===== src/mixed_radix_exchange_partner_top_assert.svh =====
// assertion macros for the exchange partner block
`ifndef MIXED_RADIX_EXCHANGE_PARTNER_TOP_ASSERT_SVH
`define MIXED_RADIX_EXCHANGE_PARTNER_TOP_ASSERT_SVH
`ifndef ASSERT_OFF
`define MREP_ASSERT(lbl, clk, rstn, prop) \
    lbl: assert property (@(posedge clk) disable iff (!(rstn)) prop) \
        else $error("assertion failed");
`define MREP_ASSERT_ALWAYS(lbl, clk, prop) \
    lbl: assert property (@(posedge clk) prop) else $error("assertion failed");
`else
`define MREP_ASSERT(lbl, clk, rstn, prop)
`define MREP_ASSERT_ALWAYS(lbl, clk, prop)
`endif
`endif


===== src/mrep_pkg.sv =====
// shared types, constants and helpers for the exchange partner block
package mrep_pkg;
    localparam int MAX_LEVELS      = 4;
    localparam int RANK_BITS       = 16;
    localparam int RADIX_BITS      = 17;
    localparam int CHUNK_BITS      = 13;
    localparam int OFFSET_BITS     = 28;
    localparam int CELLS_PER_LEVEL = RANK_BITS + 2;
    localparam int NUM_CELLS       = MAX_LEVELS * CELLS_PER_LEVEL;

    localparam logic [2:0] CFG_LEVEL_COUNT = 3'd0;
    localparam logic [2:0] CFG_RADIX_0     = 3'd1;
    localparam logic [2:0] CFG_RADIX_1     = 3'd2;
    localparam logic [2:0] CFG_RADIX_2     = 3'd3;
    localparam logic [2:0] CFG_RADIX_3     = 3'd4;
    localparam logic [2:0] CFG_CHUNK_SIZE  = 3'd5;

    typedef struct packed {
        logic [RANK_BITS-1:0]  me;
        logic [RANK_BITS-1:0]  a;
        logic [RANK_BITS-1:0]  b;
        logic [RADIX_BITS-1:0] ra;
        logic [RADIX_BITS-1:0] rb;
        logic [RANK_BITS-1:0]  res_d;
        logic [RANK_BITS-1:0]  res_s;
        logic [RANK_BITS-1:0]  mult;
    } t_work;

    function automatic logic [RADIX_BITS-1:0] eff_radix(
        input logic [2:0]            lc,
        input logic [2:0]            lvl,
        input logic [RADIX_BITS-1:0] rg
    );
        logic [2:0] used;
        used = (lc > 3'(MAX_LEVELS)) ? 3'(MAX_LEVELS) : lc;
        if (lvl >= used || rg == '0) begin
            return RADIX_BITS'(1);
        end
        return rg;
    endfunction
endpackage


===== src/mrep_accum_cell.sv =====
// folds one level's digits into the partner ranks
module mrep_accum_cell import mrep_pkg::*; (
    input  logic                  i_clk,
    input  logic                  i_rst_n,
    input  logic [RADIX_BITS-1:0] i_radix,
    input  logic                  i_valid,
    output logic                  o_ready,
    input  t_work                 i_data,
    output logic                  o_valid,
    input  logic                  i_ready,
    output t_work                 o_data
);
    logic                   r_valid;
    t_work                  r_data;
    t_work                  n_data;
    logic [2*RANK_BITS-1:0] prod_d;
    logic [2*RANK_BITS-1:0] prod_s;
    logic [2*RANK_BITS-1:0] prod_m;

    assign o_ready = !r_valid || i_ready;

    always_comb begin
        prod_d       = i_data.ra[RANK_BITS-1:0] * i_data.mult;
        prod_s       = i_data.rb[RANK_BITS-1:0] * i_data.mult;
        prod_m       = i_radix[RANK_BITS-1:0] * i_data.mult;
        n_data       = i_data;
        n_data.res_d = i_data.res_d + prod_d[RANK_BITS-1:0];
        n_data.res_s = i_data.res_s + prod_s[RANK_BITS-1:0];
        n_data.mult  = prod_m[RANK_BITS-1:0];
        n_data.ra    = '0;
        n_data.rb    = '0;
    end

    always_ff @(posedge i_clk) begin
        if (!i_rst_n) begin
            r_valid <= 1'b0;
        end else if (o_ready) begin
            r_valid <= i_valid;
        end
        if (o_ready && i_valid) begin
            r_data <= n_data;
        end
    end

    assign o_valid = r_valid;
    assign o_data  = r_data;
endmodule


===== config.mk =====
export PLATFORM = sky130hd
export DESIGN_NAME = mrep_accum_cell
export DESIGN_NICKNAME = d
export VERILOG_FILES = /design/src/mixed_radix_exchange_partner_top_assert.svh /design/src/mrep_pkg.sv /design/src/mrep_accum_cell.sv
export SDC_FILE = /design/constraint.sdc
export NUM_CORES = 1
export LEC_CHECK = 0
export ABC_AREA = 1
export ABC_CLOCK_PERIOD_IN_PS = 17000
export BUFFER_PORTS_ARGS = -buffer_cell sky130_fd_sc_hd__buf_2
export CAP_MARGIN = 20
export CORE_ASPECT_RATIO = 1.2
export CORE_MARGIN = 3
export CORE_UTILIZATION = 40
export DETAILED_ROUTE_END_ITERATION = 12
export GPL_ROUTABILITY_DRIVEN = 0
export SLEW_MARGIN = 15
export SYNTH_ARGS = -nofsm -noshare
export SYNTH_HDL_FRONTEND = slang
export SYNTH_SLANG_ARGS = --single-unit

===== constraint.sdc =====
create_clock -name i_clk -period 17 [get_ports i_clk]
set_input_delay 3.4 -clock i_clk [delete_from_list [all_inputs] [get_ports i_clk]]
set_output_delay 3.4 -clock i_clk [all_outputs]
set_load 0.02 [all_outputs]

Word-level counts from Yosys, hierarchy flattened

Index checks and enable logic that the tools add are counted.

Add/subtract/negate cells: 2
Multipliers: 3
Reductions and logical operators: 3

Operator list:

| kind                                           | number |
|---|---|
| 16-bit by 16-bit multiplier with 16-bit output | 3 |
| 16-bit adder                                   | 2 |
| 1-bit logical AND                              | 1 |
| 1-bit logical NOT                              | 1 |
| 1-bit logical OR                               | 1 |

Register bits: 97
Bits of input ports: 151
Output and inout bits: 132

Logic depth before layout (Yosys ltp)

Word-level depth: 3
Mapped depth: 30
Gate-level depth less buffers: 28

Worst setup path after synthesis

No wires, ideal clock.

Path type: input-to-reg
Start: input port i_valid
End: register r_data (netlist bit o_data[0]) (enable)
Library setup time: 0.582 ns
Data arrival time: 8.073 ns
Data required time: 16.418 ns
Path slack: 8.344 ns
Stages on the path: 2
Path buffers: 0
Cell sequence: inv_1 -> a21oi_1

Cells in the longest elaborated chain, start to end: 1

Ends and longest elaborated chain:

| what                 | line                  | source |
|---|---|---|
| start, declared      | mrep_accum_cell.sv:6  | `input logic i_valid,` |
| 1-bit logical AND    | mrep_accum_cell.sv:40 | `if (o_ready && i_valid) begin` |
| end signal, assigned | mrep_accum_cell.sv:41 | `r_data <= n_data;` |
| end, declared        | mrep_accum_cell.sv:14 | `t_work r_data;` |

No other way between the ends.
A chain may end at the register's enable or synchronous reset.

==> metrics <==
status completed; final setup fails 0; CTS tree built; cts hold-fix bufs 0; Setup TNS 0 ps; die width 194 µm; Fmax 113 MHz; Boundary Pins 283; Syn Inst Count 2137; DRT Pass-1 Iters 7; Clk Tree Root Cell clkbuf_16; Pwr Density 163 nW/µm²; WL final 41500 µm; Avg Inst Size Synth 7.97 µm²; vias in the first global route 13800; Num CTS Buffers 9; grt ovf 0; H-tree levels 3; CTS Sinks 97; Synth top area share 0.315; Die Y 232 µm; max-slew violations 0; register area share after synthesis 0.170; most numerous cell in the Yosys netlist inv_1; area leader, netlist fa_1; synth top area cells fa_1, edfxtp_1, inv_1; peak supply drop 0.000179 V; Worst setup SP type input port; core box area 41900 µm²; Critical Path AT 9010 ps; DP Area 18500 µm²; Worst-Skew Late Latency 370 ps; Overall Global Routing Usage 0.188; actual slew at the worst max-slew pin 868 ps; count of cell types in the netlist 36; ratio of cells with drive above 1 in the final layout 0.121; crit end category flip-flop; Post-synth top cells inv_1, nand2_1, fa_1; max_cap viols 0; crit path time final 8870 ps; setup bufs post-CTS 0; antenna violations before repair 9; DP HPWL 32700 µm; flop and latch count out of synthesis 97; Worst Path Required 17140 ps; Final #Nets 2897; post-route clock period utilization 0.522; post-route cell area 18900 µm²; worst-path fanout max 46; skew final 13.0 ps; Cell Area, Synth 17000 µm²; Syn. warnings 0; ANT nets after route 0; Leak Pwr 11.2 nW; first-pass GRT wire length 68500 µm; Worst-path clk slew 90 ps; Die Area 45100 µm²; DRC Markers 0; Starting Density 0.407; Port Buffer Count 245; CTS resizes 0; Placed Cells 2859; critical path class input port to flip-flop; DR WL/cell 14.4 µm; Async SR Flop Fraction 0; Initial DRC Count 601; ys flop type edfxtp_1; final count of hold timing violations 0; Finished Layout Cells 2885; Area Overhead vs Synth 10.9%; Slew headroom 0.415; vias 13300; Min-Delay Path Class flip-flop to flip-flop; # rows 82; routed vias/inst 4.61; RSZ-0062 raised after global routing no; CTS Buffer Depth 2; largest net degree at the start of global routing 66; number of flops mapped to enable cells by yosys 96
==> registers in the layout, indices dropped and copies added (netlist names) <==
name	flops
o_data	96
o_valid	1
==> placed cells by master (no fill, tap or decap), types with 2 or more instances in the layout <==
cell type / synthesis / routed
a21o_1: 7 / 7
a21oi_1: 34 / 33
a221oi_1: 2 / 2
a31oi_1: 3 / 3
buf_2: 10 / 245
buf_4: 48 / 8
clkbuf_16: 0 / 9
conb_1: 1 / 34
diode_2: 0 / 9
edfxtp_1: 96 / 96
fa_1: 268 / 268
ha_1: 153 / 153
inv_1: 646 / 646
inv_2: 2 / 2
inv_6: 0 / 2
inv_8: 0 / 2
nand2_1: 630 / 630
nand2_2: 5 / 5
nand3_1: 74 / 74
nand3b_1: 15 / 15
nand4_1: 2 / 2
nor2_1: 17 / 17
nor3_1: 5 / 5
o2111ai_1: 2 / 2
o21ai_0: 8 / 8
xnor2_1: 15 / 15
xor2_1: 32 / 32
==> worst max-delay path: stages <==
cell and delay, ps:
buf_2 80, buf_4 550, nand2_1 170, fa_1 550
fa_1 540, inv_1 50, fa_1 470, fa_1 520
fa_1 490, inv_1 50, fa_1 480, inv_1 40
ha_1 350, nand2_1 100, nand2_1 70, a221oi_1 290
nand2_1 90, a31oi_1 480, inv_1 90, nand2_1 80
nand2_1 40
==> layer usage <==
metal	wire length [µm]	up-vias	part of all wire	track usage
met5	9	-	0.00022	0
met4	1330	2	0.032	0.0777
met3	2240	64	0.054	0.0216
met2	20200	372	0.49	0.324
met1	17700	6427	0.43	0.243
li1	-	6448	-	-
==> logic make-up after synthesis <==
family	Yosys count	synth area share
compound gates	60	0.0207
xor+xnor	49	0.0261
fa+ha+maj	421	0.428
buf+inv	758	0.179
flops	97	0.170
other cells	1	0.000220
simple gates	751	0.176
==> worst paths after layout <==
check                                            end                  from  slack (ps)  cells past startpoint
worst max register to register  o_data[40]$_DFFE_PP_  o_valid$_SDFFE_PN0N_       14930                      3
worst min register to register  o_valid$_SDFFE_PN0N_  o_valid$_SDFFE_PN0N_         550                      2
worst min-delay path            o_valid$_SDFFE_PN0N_  o_valid$_SDFFE_PN0N_         550                      2
worst max-delay path            o_data[47]$_DFFE_PP_             i_data[1]        8130                     21
==> power breakdown <==
part / internal (mW) / total [mW] / leakage (nW) / switching [mW]
clock: 0.119 / 0.226 / 0.153 / 0.107
sequential: 0.438 / 0.450 / 0.938 / 0.0124
combinational: 0.941 / 2.40 / 10.1 / 1.46
total: 1.50 / 3.07 / 11.2 / 1.57
==> final cells by class <==
| cell class | count | area [µm²] |
|---|---|---|
| antenna | 9 | 22.5 |
| clock buffer | 9 | 225 |
| clock inverter | 7 | 93.8 |
| fill | 4267 | 23000 |
| inverter | 648 | 2430 |
| multi-input combinational | 1315 | 11200 |
| sequential | 97 | 2900 |
| tap | 546 | 683 |
| timing repair buffer | 254 | 1310 |
==> through the flow <==
step	power, mW	hold slack [ps]	utilization	setup slack (ps)
3_5_place_dp	2.86	554	0.442	7490
3_3_place_gp	2.81	523	0.442	7540
6_report	3.07	553	0.451	8130
4_1_cts	3.11	566	0.450	7900
5_1_grt	3.49	613	0.451	7770
2_1_floorplan	2.28	729	-	8340
(Power assumes the default switching activity.)
