$ cat config.mk
export PLATFORM = sky130hd
export DESIGN_NAME = mrep_div_cell
export DESIGN_NICKNAME = d
export VERILOG_FILES = /design/src/mixed_radix_exchange_partner_top_assert.svh /design/src/mrep_pkg.sv /design/src/mrep_div_cell.sv
export SDC_FILE = /design/constraint.sdc
export NUM_CORES = 1
export LEC_CHECK = 0
export BUFFER_PORTS_ARGS = -buffer_cell sky130_fd_sc_hd__buf_2
export CORE_ASPECT_RATIO = 0.75
export CORE_MARGIN = 1.5
export CORE_UTILIZATION = 45
export DETAILED_ROUTE_END_ITERATION = 10
export GPL_TIMING_DRIVEN = 1
export PLACE_DENSITY_LB_ADDON = 0.25
export SLEW_MARGIN = 25
export SYNTH_ARGS = -nofsm -noshare
export SYNTH_HDL_FRONTEND = slang
export SYNTH_SLANG_ARGS = --single-unit
$ cat constraint.sdc
create_clock -name i_clk -period 11.5 [get_ports i_clk]
set_input_delay 0.575 -clock i_clk [delete_from_list [all_inputs] [get_ports i_clk]]
set_output_delay 0.575 -clock i_clk [all_outputs]
set_load 0.02 [all_outputs]
$ cat src/mixed_radix_exchange_partner_top_assert.svh
// assertion macros for the exchange partner block
`ifndef MIXED_RADIX_EXCHANGE_PARTNER_TOP_ASSERT_SVH
`define MIXED_RADIX_EXCHANGE_PARTNER_TOP_ASSERT_SVH
`ifndef ASSERT_OFF
`define MREP_ASSERT(lbl, clk, rstn, prop) \
    lbl: assert property (@(posedge clk) disable iff (!(rstn)) prop) \
        else $error("assertion failed");
`define MREP_ASSERT_ALWAYS(lbl, clk, prop) \
    lbl: assert property (@(posedge clk) prop) else $error("assertion failed");
`else
`define MREP_ASSERT(lbl, clk, rstn, prop)
`define MREP_ASSERT_ALWAYS(lbl, clk, prop)
`endif
`endif

$ cat src/mrep_pkg.sv
// shared types, constants and helpers for the exchange partner block
package mrep_pkg;
    localparam int MAX_LEVELS      = 4;
    localparam int RANK_BITS       = 16;
    localparam int RADIX_BITS      = 17;
    localparam int CHUNK_BITS      = 13;
    localparam int OFFSET_BITS     = 28;
    localparam int CELLS_PER_LEVEL = RANK_BITS + 2;
    localparam int NUM_CELLS       = MAX_LEVELS * CELLS_PER_LEVEL;

    localparam logic [2:0] CFG_LEVEL_COUNT = 3'd0;
    localparam logic [2:0] CFG_RADIX_0     = 3'd1;
    localparam logic [2:0] CFG_RADIX_1     = 3'd2;
    localparam logic [2:0] CFG_RADIX_2     = 3'd3;
    localparam logic [2:0] CFG_RADIX_3     = 3'd4;
    localparam logic [2:0] CFG_CHUNK_SIZE  = 3'd5;

    typedef struct packed {
        logic [RANK_BITS-1:0]  me;
        logic [RANK_BITS-1:0]  a;
        logic [RANK_BITS-1:0]  b;
        logic [RADIX_BITS-1:0] ra;
        logic [RADIX_BITS-1:0] rb;
        logic [RANK_BITS-1:0]  res_d;
        logic [RANK_BITS-1:0]  res_s;
        logic [RANK_BITS-1:0]  mult;
    } t_work;

    function automatic logic [RADIX_BITS-1:0] eff_radix(
        input logic [2:0]            lc,
        input logic [2:0]            lvl,
        input logic [RADIX_BITS-1:0] rg
    );
        logic [2:0] used;
        used = (lc > 3'(MAX_LEVELS)) ? 3'(MAX_LEVELS) : lc;
        if (lvl >= used || rg == '0) begin
            return RADIX_BITS'(1);
        end
        return rg;
    endfunction
endpackage

$ cat src/mrep_div_cell.sv
// one restoring division step on both running values
module mrep_div_cell import mrep_pkg::*; (
    input  logic                  i_clk,
    input  logic                  i_rst_n,
    input  logic [RADIX_BITS-1:0] i_radix,
    input  logic                  i_valid,
    output logic                  o_ready,
    input  t_work                 i_data,
    output logic                  o_valid,
    input  logic                  i_ready,
    output t_work                 o_data
);
    logic                  r_valid;
    t_work                 r_data;
    t_work                 n_data;
    logic [RADIX_BITS:0]   rem_a;
    logic [RADIX_BITS:0]   rem_b;
    logic                  ge_a;
    logic                  ge_b;

    assign o_ready = !r_valid || i_ready;

    always_comb begin
        rem_a = {i_data.ra, i_data.a[RANK_BITS-1]};
        rem_b = {i_data.rb, i_data.b[RANK_BITS-1]};
        ge_a  = rem_a >= {1'b0, i_radix};
        ge_b  = rem_b >= {1'b0, i_radix};
        n_data    = i_data;
        n_data.ra = ge_a ? RADIX_BITS'(rem_a - {1'b0, i_radix}) : RADIX_BITS'(rem_a);
        n_data.rb = ge_b ? RADIX_BITS'(rem_b - {1'b0, i_radix}) : RADIX_BITS'(rem_b);
        n_data.a  = {i_data.a[RANK_BITS-2:0], ge_a};
        n_data.b  = {i_data.b[RANK_BITS-2:0], ge_b};
    end

    always_ff @(posedge i_clk) begin
        if (!i_rst_n) begin
            r_valid <= 1'b0;
        end else if (o_ready) begin
            r_valid <= i_valid;
        end
        if (o_ready && i_valid) begin
            r_data <= n_data;
        end
    end

    assign o_valid = r_valid;
    assign o_data  = r_data;
endmodule

Word level (Yosys, flattened, before mapping)
Cells that the tools add are included.

storage, ports and cells
  input port bits = 151
  register bits after elaboration = 131
  output and inout bits = 132
  logic and storage cells = 18

cells by class
  order comparisons = 2
  add/sub/neg operators = 2
  multiplexer cells = 2
  reductions and logical operators = 3

operators by type and width
  cell                                                            number
  18-bit by 17-bit greater-or-equal comparator with 1-bit output  2
  17-bit two-way mux                                              2
  17-bit subtractor                                               2
  1-bit logical AND                                               1
  1-bit logical NOT                                               1
  1-bit logical OR                                                1

Longest topological paths before layout
  depth after elaboration = 3
  gate-level depth with buffers = 11

Least setup slack after synthesis
No wires, ideal clock.

  kind = input-to-reg
  from = input port i_ready
  to = register r_data, in the netlist o_data[0], enable pin
  setup time = 504 ps
  buffers on the path = 0
  arrival = 3856 ps
  cell stages on the path = 2
  path slack = 7139 ps
  cells stage by stage = nand2b_1 > and2_1

on the way
  word-level cells in the longest chain between the ends = 2

ends and longest elaborated chain
  element                 RTL line             text
  start: declaration      mrep_div_cell.sv:10  input logic i_ready,
  1-bit logical OR        mrep_div_cell.sv:21  assign o_ready = !r_valid || i_ready;
  1-bit logical AND       mrep_div_cell.sv:41  if (o_ready && i_valid) begin
  end signal: assignment  mrep_div_cell.sv:42  r_data <= n_data;
  end: declaration        mrep_div_cell.sv:14  t_work r_data;

Every way passes these cells.
A chain may end at the register's enable or synchronous reset.

==> results_dict.tcl <==
set metrics [dict create \
    p_clk_share_pct 36.4 \
    gr-usage-met3_pct 7.164 \
    dieArea_um2 14330 \
    dr_total_vias 4793 \
    synth_fa_ha_area_share_pct 7.598 \
    netlist_instances 451 \
    initial_core_util_pct 46.58 \
    synth_top_family_by_area "compound AO/OA/AOI/OAI gates" \
    grt_max_degree 76 \
    antenna_cells 0 \
    grt_antenna_before_repair 0 \
    grt_overflow 0 \
    clk_latency_ns 0.41 \
    r2r_slack_ns 9.15 \
    end_kind "register" \
    gr-max-usage-layer "met2" \
    vdd_ir_drop_max_v 0.0001310 \
    gp_congestion 0.8950 \
    cp-start-kind "input port" \
    hold_viol 0 \
    ioPinCount 283 \
    drive_gt1_share_pct 44.31 \
    outcome "complete, no violations" \
    core_um2 13150 \
    port_buffers 282 \
    cts_tree "built" \
    grt_pass1_wl_um 24560 \
    ys_seq_elements 131 \
    yosys_warnings 0 \
    use_met1_pct 29.24 \
    reg2regPathDepth 3 \
    synth_xor_area_share_pct 3.574 \
    syn_to_final_growth_pct 34.58 \
    rsz0062_at_grt "false" \
    yosys.area.top_type "edfxtp_1" \
    fillers 1076 \
    rr_startpoint "o_valid$_SDFFE_PN0N_" \
    synth.area.mux_share_pct 2.962 \
    ys.flop_type "edfxtp_1" \
    htreeDepth 4 \
    fin_ws_ns 8.556 \
    synth_edf_count 130 \
    hold_path.startpoint "i_data[13]" \
    async_flop_share_pct 0 \
    die_h_um 104.0 \
    synthTopCellsByArea "edfxtp_1, ha_1, a21oi_1, xnor2_1, mux2_2" \
    first_pass_iters 6 \
    cts_buffer_depth 2 \
    register_area_um2 3924 \
    fmax_ghz 0.3396 \
    critical_path.max_fanout 20 \
    r2r_end "o_data[4]$_DFFE_PP_" \
    syn_area_um2 6126 \
    postRouteAntennaNets 0 \
    placementRows 36 \
    synth_compound_area_share_pct 12.13 \
    power_switching_mw 0.3810 \
    setup_viol 0 \
    met2_usage_pct 36.43 \
    p_int_mw 0.9532 \
    period_share_pct 25.60 \
    route.detailed.drc 0 \
    layout_common_cells "buf_2, edfxtp_1, a21oi_1" \
    combPwrFrac_pct 19.9 \
    multi_input_area_um2 2034 \
    min_period_ns 2.944 \
    cts_buffers 17 \
    synth_nets 638 \
    p_leak_nw 3.627 \
    clkTransAtPathRegs_ns 0.06 \
    clock_sinks 131 \
    fin_total_pwr_mw 1.334 \
    synth_top_area_share_pct 63.73 \
    p_seq_share_pct 43.7 \
    tightest_slew_ns 0.9313 \
    critPathArrivalTime_ns 3.11 \
    vias_per_cell 5.170 \
    crit_start "i_data[113]" \
    required_ns 11.66 \
    drtIter0Drc 198 \
    hold_class "input port to register" \
    finalClockSkew_ns 0.004614 \
    slew_headroom_pct 37.92 \
    maxSlewViolCount 0 \
    wl_um 16680 \
    synth-simple-area-share_pct 6.904 \
    ys_seq_area_share_pct 64.05 \
    netSwitchingFraction_pct 28.56 \
    cts_setup_buffers 0 \
    dp_slack_ns 8.135 \
    die_w_um 137.7 \
    cts_resized 0 \
    ctsHoldBuffers 0 \
    grt_pass1_vias 4693 \
    syn_avg_cell_area_um2 13.58 \
    path_class "input port to register" \
    synthDistinctLibCells 55 \
    track_usage_pct 23.16 \
    cap_violations 0 \
    dp_hpwl_um 12890 \
    post_drt_wl_per_cell_um 17.99 \
    cp-endpoint "o_data[77]$_DFFE_PP_" \
    nNetsFinal 930 \
    mostFrequentLayoutCell "buf_2" \
    tns_ns 0 \
    cts_root_buffer "clkbuf_16" \
    powerDensity_nw_per_um2 161.8 \
]
## flip-flops by register name (all words and copies together), names as in the netlist
register and cells:
o_valid 1, o_data 130
## layout make-up
type,count,share of cell area (%)
tap,171,2.595
clock buffer,17,5.160
inverter,28,1.275
timing repair buffer,285,17.39
clock inverter,15,1.305
multi-input combinational,280,24.68
sequential,131,47.59
## power groups by stage
stage / combinational [mW] / sequential, mW / clock (mW)
floorplan: 0.122 / 0.644 / 0
global placement: 0.259 / 0.591 / 0
detailed placement: 0.263 / 0.593 / 0
CTS: 0.265 / 0.584 / 0.497
global route: 0.288 / 0.586 / 0.515
finish: 0.265 / 0.583 / 0.486
## worst max-delay path, cell delays in order
cell	delay, ns
buf_2	0.11
inv_1	0.05
ha_1	0.15
inv_1	0.05
fa_1	0.40
a21o_1	0.21
a221oi_2	0.43
a2111o_1	0.22
nand3_1	0.27
buf_4	0.33
mux2_4	0.31
## how the worst min path moves through the flow
stage | end | cells after the start
final | o_data[13]$_DFFE_PP_ | 1
after global routing | o_data[13]$_DFFE_PP_ | 1
after global placement | o_valid$_SDFFE_PN0N_ | 2
after floorplan | o_data[0]$_DFFE_PP_ | 0
after detailed placement | o_valid$_SDFFE_PN0N_ | 2
after CTS | o_data[13]$_DFFE_PP_ | 1
## layer usage
layer,routed length (um),share of wire [%],vias to the layer above
met4,555,3.3,0
met1,6891,41,2221
li1,-,-,2311
met3,1518,9.1,44
met2,7713,46,217
met5,0,0,-
## cells by family (layout without fill, tap and decap cells)
group | after synthesis | count (layout)
muxes | 16 | 16
and+or+nand+nor | 89 | 89
DFF | 131 | 131
adders and majority gates | 36 | 36
buffers and inverters | 40 | 345
AOI/OAI and AO/OA | 114 | 114
xor gates and xnor gates | 25 | 25
## metrics by stage
stage | std cells | area (um2) | hold slack [ns] | util (%)
3_3_place_gp | 895 | 7711 | 0.5141 | 58.63
6_report | 927 | 8244 | 0.3311 | 62.68
5_1_grt | 927 | 8244 | 0.3095 | 62.68
2_1_floorplan | 451 | 6126 | 0.6739 | -
4_1_cts | 927 | 8244 | 0.3170 | 62.68
3_5_place_dp | 895 | 7711 | 0.5425 | 58.63
## synthesized netlist by cell type (8+ instances only)
| cell type | number |
|---|---|
| nand4_1 | 8 |
| a21o_1 | 13 |
| nor2_1 | 31 |
| nand2_1 | 17 |
| inv_1 | 28 |
| o21ai_0 | 8 |
| nor3_1 | 9 |
| ha_1 | 34 |
| xnor2_1 | 18 |
| mux2_2 | 12 |
| a21oi_1 | 46 |
| edfxtp_1 | 130 |
Power figures use the tool's default switching activity.
