$ cat src/mixed_radix_exchange_partner_top_assert.svh
// assertion macros for the exchange partner block
`ifndef MIXED_RADIX_EXCHANGE_PARTNER_TOP_ASSERT_SVH
`define MIXED_RADIX_EXCHANGE_PARTNER_TOP_ASSERT_SVH
`ifndef ASSERT_OFF
`define MREP_ASSERT(lbl, clk, rstn, prop) \
    lbl: assert property (@(posedge clk) disable iff (!(rstn)) prop) \
        else $error("assertion failed");
`define MREP_ASSERT_ALWAYS(lbl, clk, prop) \
    lbl: assert property (@(posedge clk) prop) else $error("assertion failed");
`else
`define MREP_ASSERT(lbl, clk, rstn, prop)
`define MREP_ASSERT_ALWAYS(lbl, clk, prop)
`endif
`endif

$ cat src/mrep_pkg.sv
// shared types, constants and helpers for the exchange partner block
package mrep_pkg;
    localparam int MAX_LEVELS      = 4;
    localparam int RANK_BITS       = 16;
    localparam int RADIX_BITS      = 17;
    localparam int CHUNK_BITS      = 13;
    localparam int OFFSET_BITS     = 28;
    localparam int CELLS_PER_LEVEL = RANK_BITS + 2;
    localparam int NUM_CELLS       = MAX_LEVELS * CELLS_PER_LEVEL;

    localparam logic [2:0] CFG_LEVEL_COUNT = 3'd0;
    localparam logic [2:0] CFG_RADIX_0     = 3'd1;
    localparam logic [2:0] CFG_RADIX_1     = 3'd2;
    localparam logic [2:0] CFG_RADIX_2     = 3'd3;
    localparam logic [2:0] CFG_RADIX_3     = 3'd4;
    localparam logic [2:0] CFG_CHUNK_SIZE  = 3'd5;

    typedef struct packed {
        logic [RANK_BITS-1:0]  me;
        logic [RANK_BITS-1:0]  a;
        logic [RANK_BITS-1:0]  b;
        logic [RADIX_BITS-1:0] ra;
        logic [RADIX_BITS-1:0] rb;
        logic [RANK_BITS-1:0]  res_d;
        logic [RANK_BITS-1:0]  res_s;
        logic [RANK_BITS-1:0]  mult;
    } t_work;

    function automatic logic [RADIX_BITS-1:0] eff_radix(
        input logic [2:0]            lc,
        input logic [2:0]            lvl,
        input logic [RADIX_BITS-1:0] rg
    );
        logic [2:0] used;
        used = (lc > 3'(MAX_LEVELS)) ? 3'(MAX_LEVELS) : lc;
        if (lvl >= used || rg == '0) begin
            return RADIX_BITS'(1);
        end
        return rg;
    endfunction
endpackage

$ cat src/mrep_digit_cell.sv
// modular sum and difference of the two digits of one level
module mrep_digit_cell import mrep_pkg::*; (
    input  logic                  i_clk,
    input  logic                  i_rst_n,
    input  logic [RADIX_BITS-1:0] i_radix,
    input  logic                  i_valid,
    output logic                  o_ready,
    input  t_work                 i_data,
    output logic                  o_valid,
    input  logic                  i_ready,
    output t_work                 o_data
);
    logic                r_valid;
    t_work               r_data;
    t_work               n_data;
    logic [RADIX_BITS:0] sum;
    logic [RADIX_BITS:0] dif;

    assign o_ready = !r_valid || i_ready;

    always_comb begin
        sum = {1'b0, i_data.ra} + {1'b0, i_data.rb};
        if (i_data.ra >= i_data.rb) begin
            dif = {1'b0, i_data.ra} - {1'b0, i_data.rb};
        end else begin
            dif = {1'b0, i_data.ra} + {1'b0, i_radix} - {1'b0, i_data.rb};
        end
        n_data    = i_data;
        n_data.ra = (sum >= {1'b0, i_radix}) ? RADIX_BITS'(sum - {1'b0, i_radix})
                                             : RADIX_BITS'(sum);
        n_data.rb = RADIX_BITS'(dif);
    end

    always_ff @(posedge i_clk) begin
        if (!i_rst_n) begin
            r_valid <= 1'b0;
        end else if (o_ready) begin
            r_valid <= i_valid;
        end
        if (o_ready && i_valid) begin
            r_data <= n_data;
        end
    end

    assign o_valid = r_valid;
    assign o_data  = r_data;
endmodule

$ cat config.mk
export PLATFORM = sky130hd
export DESIGN_NAME = mrep_digit_cell
export DESIGN_NICKNAME = d
export VERILOG_FILES = /design/src/mixed_radix_exchange_partner_top_assert.svh /design/src/mrep_pkg.sv /design/src/mrep_digit_cell.sv
export SDC_FILE = /design/constraint.sdc
export NUM_CORES = 1
export LEC_CHECK = 0
export BUFFER_PORTS_ARGS = -buffer_cell sky130_fd_sc_hd__buf_2
export CELL_PAD_IN_SITES_DETAIL_PLACEMENT = 1
export CELL_PAD_IN_SITES_GLOBAL_PLACEMENT = 1
export CORE_UTILIZATION = 35
export DETAILED_ROUTE_END_ITERATION = 8
export PLACE_DENSITY_LB_ADDON = 0.1
export SYNTH_ARGS = -nofsm -noshare
export SYNTH_HDL_FRONTEND = slang
export SYNTH_SLANG_ARGS = --single-unit
$ cat constraint.sdc
create_clock -name i_clk -period 4.95 [get_ports i_clk]
set_clock_uncertainty 0.05 [all_clocks]
set_input_delay 0.99 -clock i_clk [delete_from_list [all_inputs] [get_ports i_clk]]
set_output_delay 0.99 -clock i_clk [all_outputs]
set_load 0.02 [all_outputs]
==> Word level (Yosys, flattened, before mapping) <==
Index checks and enable logic that the tools add are counted.
{ "word_totals": {"output_inout_bits": 132, "wordCells": 21, "input_bits": 151, "regBits": 131} }
{ "classes": {"addsub": 5, "order_cmp": 2, "n_reduce_logical": 3, "n_mux": 2} }
{ "op_table": {"columns": ["operator", "count"], "rows": [
  ["$sub 17x17->17", 3],
  ["$mux 17", 2],
  ["$add 17x17->18", 1],
  ["$ge 18x17->1", 1],
  ["$add 17x17->17", 1],
  ["$ge 17x17->1", 1],
  ["$logic_and 1x1->1", 1],
  ["$logic_not 1->1", 1],
  ["$logic_or 1x1->1", 1]
]} }

==> Depth between registers and ports, before layout <==
Gate-level depths: netlist of the first run.
{ "depth": {"depth_word": 3, "depth_mapped": 19} }

==> Least setup slack after synthesis of the first run <==
No wires, ideal clock.
{ "synth_timing": {"path_type": "in2reg", "from": "input port i_data[51] (netlist bit)", "to": "register r_data, in the netlist o_data[71], data pin", "n_path_buf": 3, "path_stages": 19, "required_ns": 4.640, "setup_slack_ns": 0.111, "setup_ns": 0.260, "arrival_time_ns": 4.528, "path_cell_list": "inv_1 > ha_1 > buf_6 > nor3_4 > o21ai_2 > a31oi_4 > a31oi_4 > or2_2 > a221o_1 > ha_1 > and4_1 > nand3_1 > o21ai_0 > a31oi_1 > o31ai_1 > a221o_1 > buf_6 > buf_12 > mux2_4"} }
{ "synth_rtl": {"columns": ["element", "line_no", "text"], "rows": [
  ["from (decl)", "mrep_digit_cell.sv:8", "input t_work i_data,"],
  ["to (signal assigned)", "mrep_digit_cell.sv:41", "r_data <= n_data;"],
  ["to (decl)", "mrep_digit_cell.sv:14", "t_work r_data;"]
]} }

==> results_dict.tcl, run 1 <==
set metrics [dict create \
    status "completed" \
    post_cts_buffers 0 \
    critPathKind "input port to register" \
    ant_nets 0 \
    start_util 0.359 \
    power.density_nw_per_um2 382 \
    period_minus_slack_ps 4620 \
    swShare 0.342 \
    numPortBuffers 282 \
    clock_sinks 131 \
    ctsResizeCount 0 \
    internal_power_uw 2710 \
    critPathLaunchType "input port" \
    path_buf_inv 4 \
    avgSynthCellArea_um2 11.5 \
    syn-num-nets 948 \
    cpPeakStageDelay_ps 390 \
    finalCritPeriodShare 0.934 \
    htreeDepth 4 \
    path_delay_family "simple AND/OR/NAND/NOR gates" \
    grt_pass1_wl_mm 38.9 \
    grt_overflow 0 \
    hp-class "register to register" \
    drt_wl_total_mm 25.7 \
    finalSetupViolCount 0 \
    die_h_um 155 \
    fp.dieW_um 155 \
    ys_warn_count 0 \
    syn2layout_area_growth_pct 31.5 \
    synthFlopType "edfxtp_1" \
    fmax_mhz 216 \
    layout-drive-gt1-share 0.370 \
    avgViaCountPerCell 4.83 \
    crit_slowest_cell "fa_1" \
    drtPass1Iterations 4 \
    ys_seq_area_frac 0.478 \
    async_reset_ff_frac 0 \
    holdPathEnd "o_valid" \
    finalMaxSlewViolations 0 \
    ff2ff_path_depth 3 \
    syn_inst 711 \
    layout.cells.non_filler 1362 \
    r2r_slack_ps 3060 \
    ios 283 \
    wl_per_cell_um 18.8 \
    synth_edf_count 130 \
    placed_area_um2 10200 \
    p_leak_uw 0.00496 \
    whs_path_depth 2 \
    cts.hold.buffers_added 0 \
    holdWs_ps 535 \
    grt_antenna_before_repair 3 \
    diodes 0 \
    grt_setup_unrepaired "false" \
    cts_root_buf "clkbuf_16" \
    p_clk_frac 0.307 \
    clk_pin_slew_ps 70 \
    ys_ff_latch 131 \
    drt_iter0_drc 286 \
    pwr-share-seq 0.343 \
    r2r-start "o_valid" \
    cp.arrival_ps 4740 \
    p_comb_frac 0.350 \
    crit_cells 19 \
    hp-start "o_valid" \
    dp_cells 1330 \
    track_usage 0.216 \
    synth_cell_types 63 \
    grt_max_degree 100 \
    cts_buffer_depth 2 \
    cts_buffers 17 \
    post-dp-hpwl_mm 21.0 \
    cp-end-kind "register" \
    finalHoldViolCount 0 \
    max_slew.worst_pin.slew_ps 560 \
    final_area_um2 10800 \
    drc 0 \
    cp_common_cell "ha_1" \
    power_switching_uw 1410 \
    syn_area_um2 8210 \
    row_count 55 \
    peakVddDrop_v 0.000236 \
    routabilityCongestion 0.882 \
    maxCapViolCount 0 \
    crit_chain "buf_2 -> ha_1 -> inv_1 -> fa_1 -> o21ba_2 -> nor3_1 -> o41ai_2 -> buf_4 -> o21bai_1 -> a21oi_1 -> xor2_1 -> ha_1 -> and4_1 -> nand3_1 -> nor4_1 -> a2111o_1 -> a221o_1 -> buf_12 -> mux2_2" \
    core_area_um2 22800 \
    cts_tree "done" \
    finalNetCount 1273 \
    grt_pass1_vias 6687 \
    die_area_um2 24100 \
    crit_fanout 17 \
    crit_required_ps 5070 \
    dr_total_vias 6573 \
    slew-limit-headroom 0.617 \
    clock_latency_ps 420 \
    r2r_end "o_data[65]" \
]
power by group through the flow:
stage	clock network, uW	registers, uW	logic (uW)
2_1_floorplan	0	1600	817
3_3_place_gp	0	1430	1430
3_5_place_dp	0	1440	1450
4_1_cts	1300	1410	1460
5_1_grt	1340	1420	1580
6_report	1260	1410	1440
registers in the layout (all words and copies together) (netlist names):
signal	flops
o_valid	1
o_data	130
cell families after synthesis:
group / Yosys count / share of synthesized area
xor+xnor: 56 / 0.0598
flops: 131 / 0.478
buf+inv: 117 / 0.0622
fa+ha+maj: 86 / 0.148
mux: 24 / 0.0354
compound gates: 165 / 0.136
simple gates: 132 / 0.0799
layout by cell type (no fill, tap or decap), drive strengths merged, types with 11 or more instances in the layout:
cell,n
nand2b,11
nor2,35
xor2,17
clkbuf,18
o21ai,35
nor3,16
ha,67
nand2,29
xnor2,39
nand3,11
a21oi,54
mux2,16
a21o,15
buf,323
fa,19
a31oi,14
nor2b,12
edfxtp,130
inv,108
worst max-delay path by stage:
stage                     from          to  slack [ps]
finish              i_data[48]  o_data[66]         330
floorplan           i_data[51]  o_data[71]         110
global route        i_data[48]  o_data[68]         180
CTS                 i_data[48]  o_data[66]         340
global placement    i_data[48]  o_data[71]          30
detailed placement  i_data[48]  o_data[74]         -70
layer usage:
| layer | routed length [um] | global-route usage |
|---|---|---|
| met4 | 412 | 0.0589 |
| met1 | 11200 | 0.273 |
| met5 | 27 | 0 |
| met3 | 1480 | 0.0524 |
| met2 | 12600 | 0.368 |
through the flow:
step / setup slack [ps] / power (uW) / setup TNS (ps) / util
final: 327 / 4120 / 0 / 0.472
after floorplan: 111 / 2420 / 0 / -
after global placement: 33.9 / 2860 / 0 / 0.447
after global routing: 176 / 4350 / 0 / 0.472
after CTS: 335 / 4170 / 0 / 0.472
after detailed placement: -69.4 / 2880 / -746 / 0.447
area by class of cell:
type | count | area [um2]
Clock buffer | 18 | 429
Sequential cell | 131 | 3920
Inverter | 100 | 383
Multi-Input combinational cell | 463 | 3770
Clock inverter | 14 | 143
Tap cell | 313 | 392
Fill cell | 2615 | 12100
Timing Repair Buffer | 323 | 1740
cell usage after synthesis, types with 6 or more instances:
| cell | instances | share of area |
|---|---|---|
| o21ai_0 | 33 | 0.020 |
| inv_1 | 96 | 0.044 |
| xor2_1 | 17 | 0.018 |
| nand3_1 | 11 | 0.0067 |
| o21a_1 | 6 | 0.0055 |
| nand2b_1 | 11 | 0.0084 |
| a21o_1 | 15 | 0.014 |
| mux2_4 | 8 | 0.015 |
| nor3_1 | 15 | 0.0091 |
| buf_2 | 7 | 0.0043 |
| nor2_1 | 34 | 0.016 |
| a31oi_1 | 12 | 0.0091 |
| mux2i_1 | 8 | 0.0098 |
| nand2_1 | 29 | 0.013 |
| nor2b_1 | 12 | 0.0091 |
| fa_1 | 19 | 0.046 |
| edfxtp_1 | 130 | 0.48 |
| ha_1 | 67 | 0.10 |
| o21bai_1 | 8 | 0.0073 |
| mux2_2 | 8 | 0.011 |
| o31ai_1 | 6 | 0.0055 |
| xnor2_1 | 39 | 0.042 |
| a21oi_1 | 50 | 0.030 |
tightest hold or removal path, cell delays in order, from the launching register on:
cell and delay (ps):
dfxtp_1 320, nand2b_1 110, a21boi_0 100
Power figures use the tool's default switching activity.
==> inputs of run 2 (changes only) <==
--- a/config.mk
+++ b/config.mk
@@ -5,11 +5,12 @@
 export SDC_FILE = /design/constraint.sdc
 export NUM_CORES = 1
 export LEC_CHECK = 0
-export BUFFER_PORTS_ARGS = -buffer_cell sky130_fd_sc_hd__buf_2
 export CELL_PAD_IN_SITES_DETAIL_PLACEMENT = 1
 export CELL_PAD_IN_SITES_GLOBAL_PLACEMENT = 1
-export CORE_UTILIZATION = 35
+export CORE_UTILIZATION = 40
 export DETAILED_ROUTE_END_ITERATION = 8
+export DONT_BUFFER_PORTS = 1
+export GPL_TIMING_DRIVEN = 0
 export PLACE_DENSITY_LB_ADDON = 0.1
 export SYNTH_ARGS = -nofsm -noshare
 export SYNTH_HDL_FRONTEND = slang
==> constraint.sdc (replaced) <==
create_clock -name i_clk -period 5.25 [get_ports i_clk]
set_clock_uncertainty 0.05 [all_clocks]
set_input_delay 1.05 -clock i_clk [delete_from_list [all_inputs] [get_ports i_clk]]
set_output_delay 1.05 -clock i_clk [all_outputs]
set_load 0.02 [all_outputs]
==> run 2 against run 1 <==
Against the previous run: sequential share of layout area up 6.5 points; clock power down 7%; highest routed layer is now met4; critical path depth down 1.
==> results_dict.tcl, run 2 (synthesis gave the netlist of run 1 again) <==
set metrics [dict create \
    critPathKind "input port to register" \
    critPathLaunchType "input port" \
    power.density_nw_per_um2 400 \
    max_slew.worst_pin.slew_ps 813 \
    slew-limit-headroom 0.458 \
    dr_total_vias 5382 \
    final_cell_mix "130 x edfxtp_1, 96 x inv_1, 67 x ha_1" \
    path_delay_family "simple AND/OR/NAND/NOR gates" \
    crit_slowest_cell "nor4_1" \
    finalCritPeriodShare 0.952 \
    fmax_mhz 200 \
    crit_required_ps 5360 \
    fp.dieW_um 145 \
    drt_iter0_drc 214 \
    post_cts_buffers 0 \
    largest_reg_flops 130 \
    finalHoldViolCount 0 \
    status "completed" \
    avgViaCountPerCell 5.31 \
    numPortBuffers 0 \
    path_buf_inv 4 \
    htreeDepth 4 \
    grt_pass1_wl_mm 33.9 \
    routabilityCongestion 0.867 \
    cp-end-kind "register" \
    drt_wl_total_mm 22.5 \
    ant_nets 0 \
    hp-class "input port to register" \
    clock_latency_ps 400 \
    cts_buffer_depth 2 \
    period_minus_slack_ps 5000 \
    finalNetCount 968 \
    cts_root_buf "clkbuf_16" \
    layout-drive-gt1-share 0.109 \
    die_h_um 145 \
    drc 0 \
    p_leak_uw 0.00373 \
    multiInputGateArea_um2 3770 \
    area.sequential_um2 3920 \
    holdWs_ps 669 \
    grt_antenna_before_repair 0 \
    crit_chain "inv_1 -> ha_1 -> buf_6 -> nor3_4 -> o21ai_2 -> a31oi_4 -> a31oi_4 -> or2_2 -> a221o_1 -> ha_1 -> and4_1 -> nand3_1 -> nor4_1 -> a2111o_1 -> a221o_1 -> buf_6 -> buf_12 -> mux2_4" \
    clock_sinks 131 \
    cts.hold.buffers_added 0 \
    syn2layout_area_growth_pct 11.4 \
    fillers 2158 \
    start_util 0.407 \
    grt_overflow 0 \
    ios 283 \
    drtPass1Iterations 4 \
    wl_per_cell_um 22.2 \
    cts_buffers 17 \
    post-dp-hpwl_mm 18.2 \
    cp.arrival_ps 5110 \
    cts_tree "done" \
    track_usage 0.215 \
    crit_fanout 10 \
    grt_pass1_vias 5664 \
    finalMaxSlewViolations 0 \
    grt_setup_unrepaired "false" \
    ctsResizeCount 0 \
    finalSetupViolCount 0 \
    row_count 52 \
    mostFrequentLayoutCell "edfxtp_1" \
    die_area_um2 21100 \
    clk_pin_slew_ps 60 \
    cpPeakStageDelay_ps 530 \
    maxCapViolCount 0 \
    grt_max_degree 75 \
    diodes 0 \
    core_area_um2 20200 \
    peakVddDrop_v 0.000193 \
    tns_ps 0 \
]
[run 2: cell types whose count changed in the layout (fill, tap and decap cells not counted), sizes merged]
cell    before  now
clkbuf      18   21
buf        323   15
[run 2: report_power, final]
| group | internal [uW] | total, uW | switching (uW) |
|---|---|---|---|
| logic | 433 | 982 | 549 |
| clock network | 667 | 1170 | 502 |
| registers | 1320 | 1510 | 189 |
[run 2: per-layer routing]
layer  GRT usage  wire length, um  part of all wire  vias up
li1            -                -                 -     2578
met1       0.251             9400              0.42     2602
met2       0.372            11200              0.50      171
met3      0.0616             1290             0.057       31
met4      0.0847              637             0.028        0
met5           0                0                 0        -
[run 2: final cells by class]
| class | instances | area share |
|---|---|---|
| Timing Repair Buffer | 1 | 0.00301 |
| Buffer | 17 | 0.0140 |
| Inverter | 100 | 0.0419 |
| Sequential cell | 131 | 0.429 |
| Clock inverter | 14 | 0.0156 |
| Multi-Input combinational cell | 463 | 0.413 |
| Tap cell | 270 | 0.0369 |
| Clock buffer | 18 | 0.0469 |
[run 2: final timing paths]
kind                            startpoint    endpoint  slack, ps  cells after the start
worst max-delay path            i_data[51]  o_data[78]        250                     18
worst min-delay path            i_data[45]  o_data[45]        670                      0
worst max register to register     o_valid   o_data[2]       3060                      3
worst min register to register     o_valid     o_valid        780                      2
[run 2: per-stage QoR]
| step | setup slack, ps | std cells | util | total power [uW] | cell area [um2] |
|---|---|---|---|---|---|
| floorplan | 351 | 711 | - | 2280 | 8210 |
| global placement | -716 | 981 | 0.424 | 2490 | 8540 |
| detailed placement | -164 | 982 | 0.425 | 2510 | 8570 |
| CTS | 256 | 1014 | 0.453 | 3700 | 9150 |
| global route | 70.2 | 1014 | 0.453 | 3840 | 9150 |
| finish | 251 | 1014 | 0.453 | 3660 | 9150 |
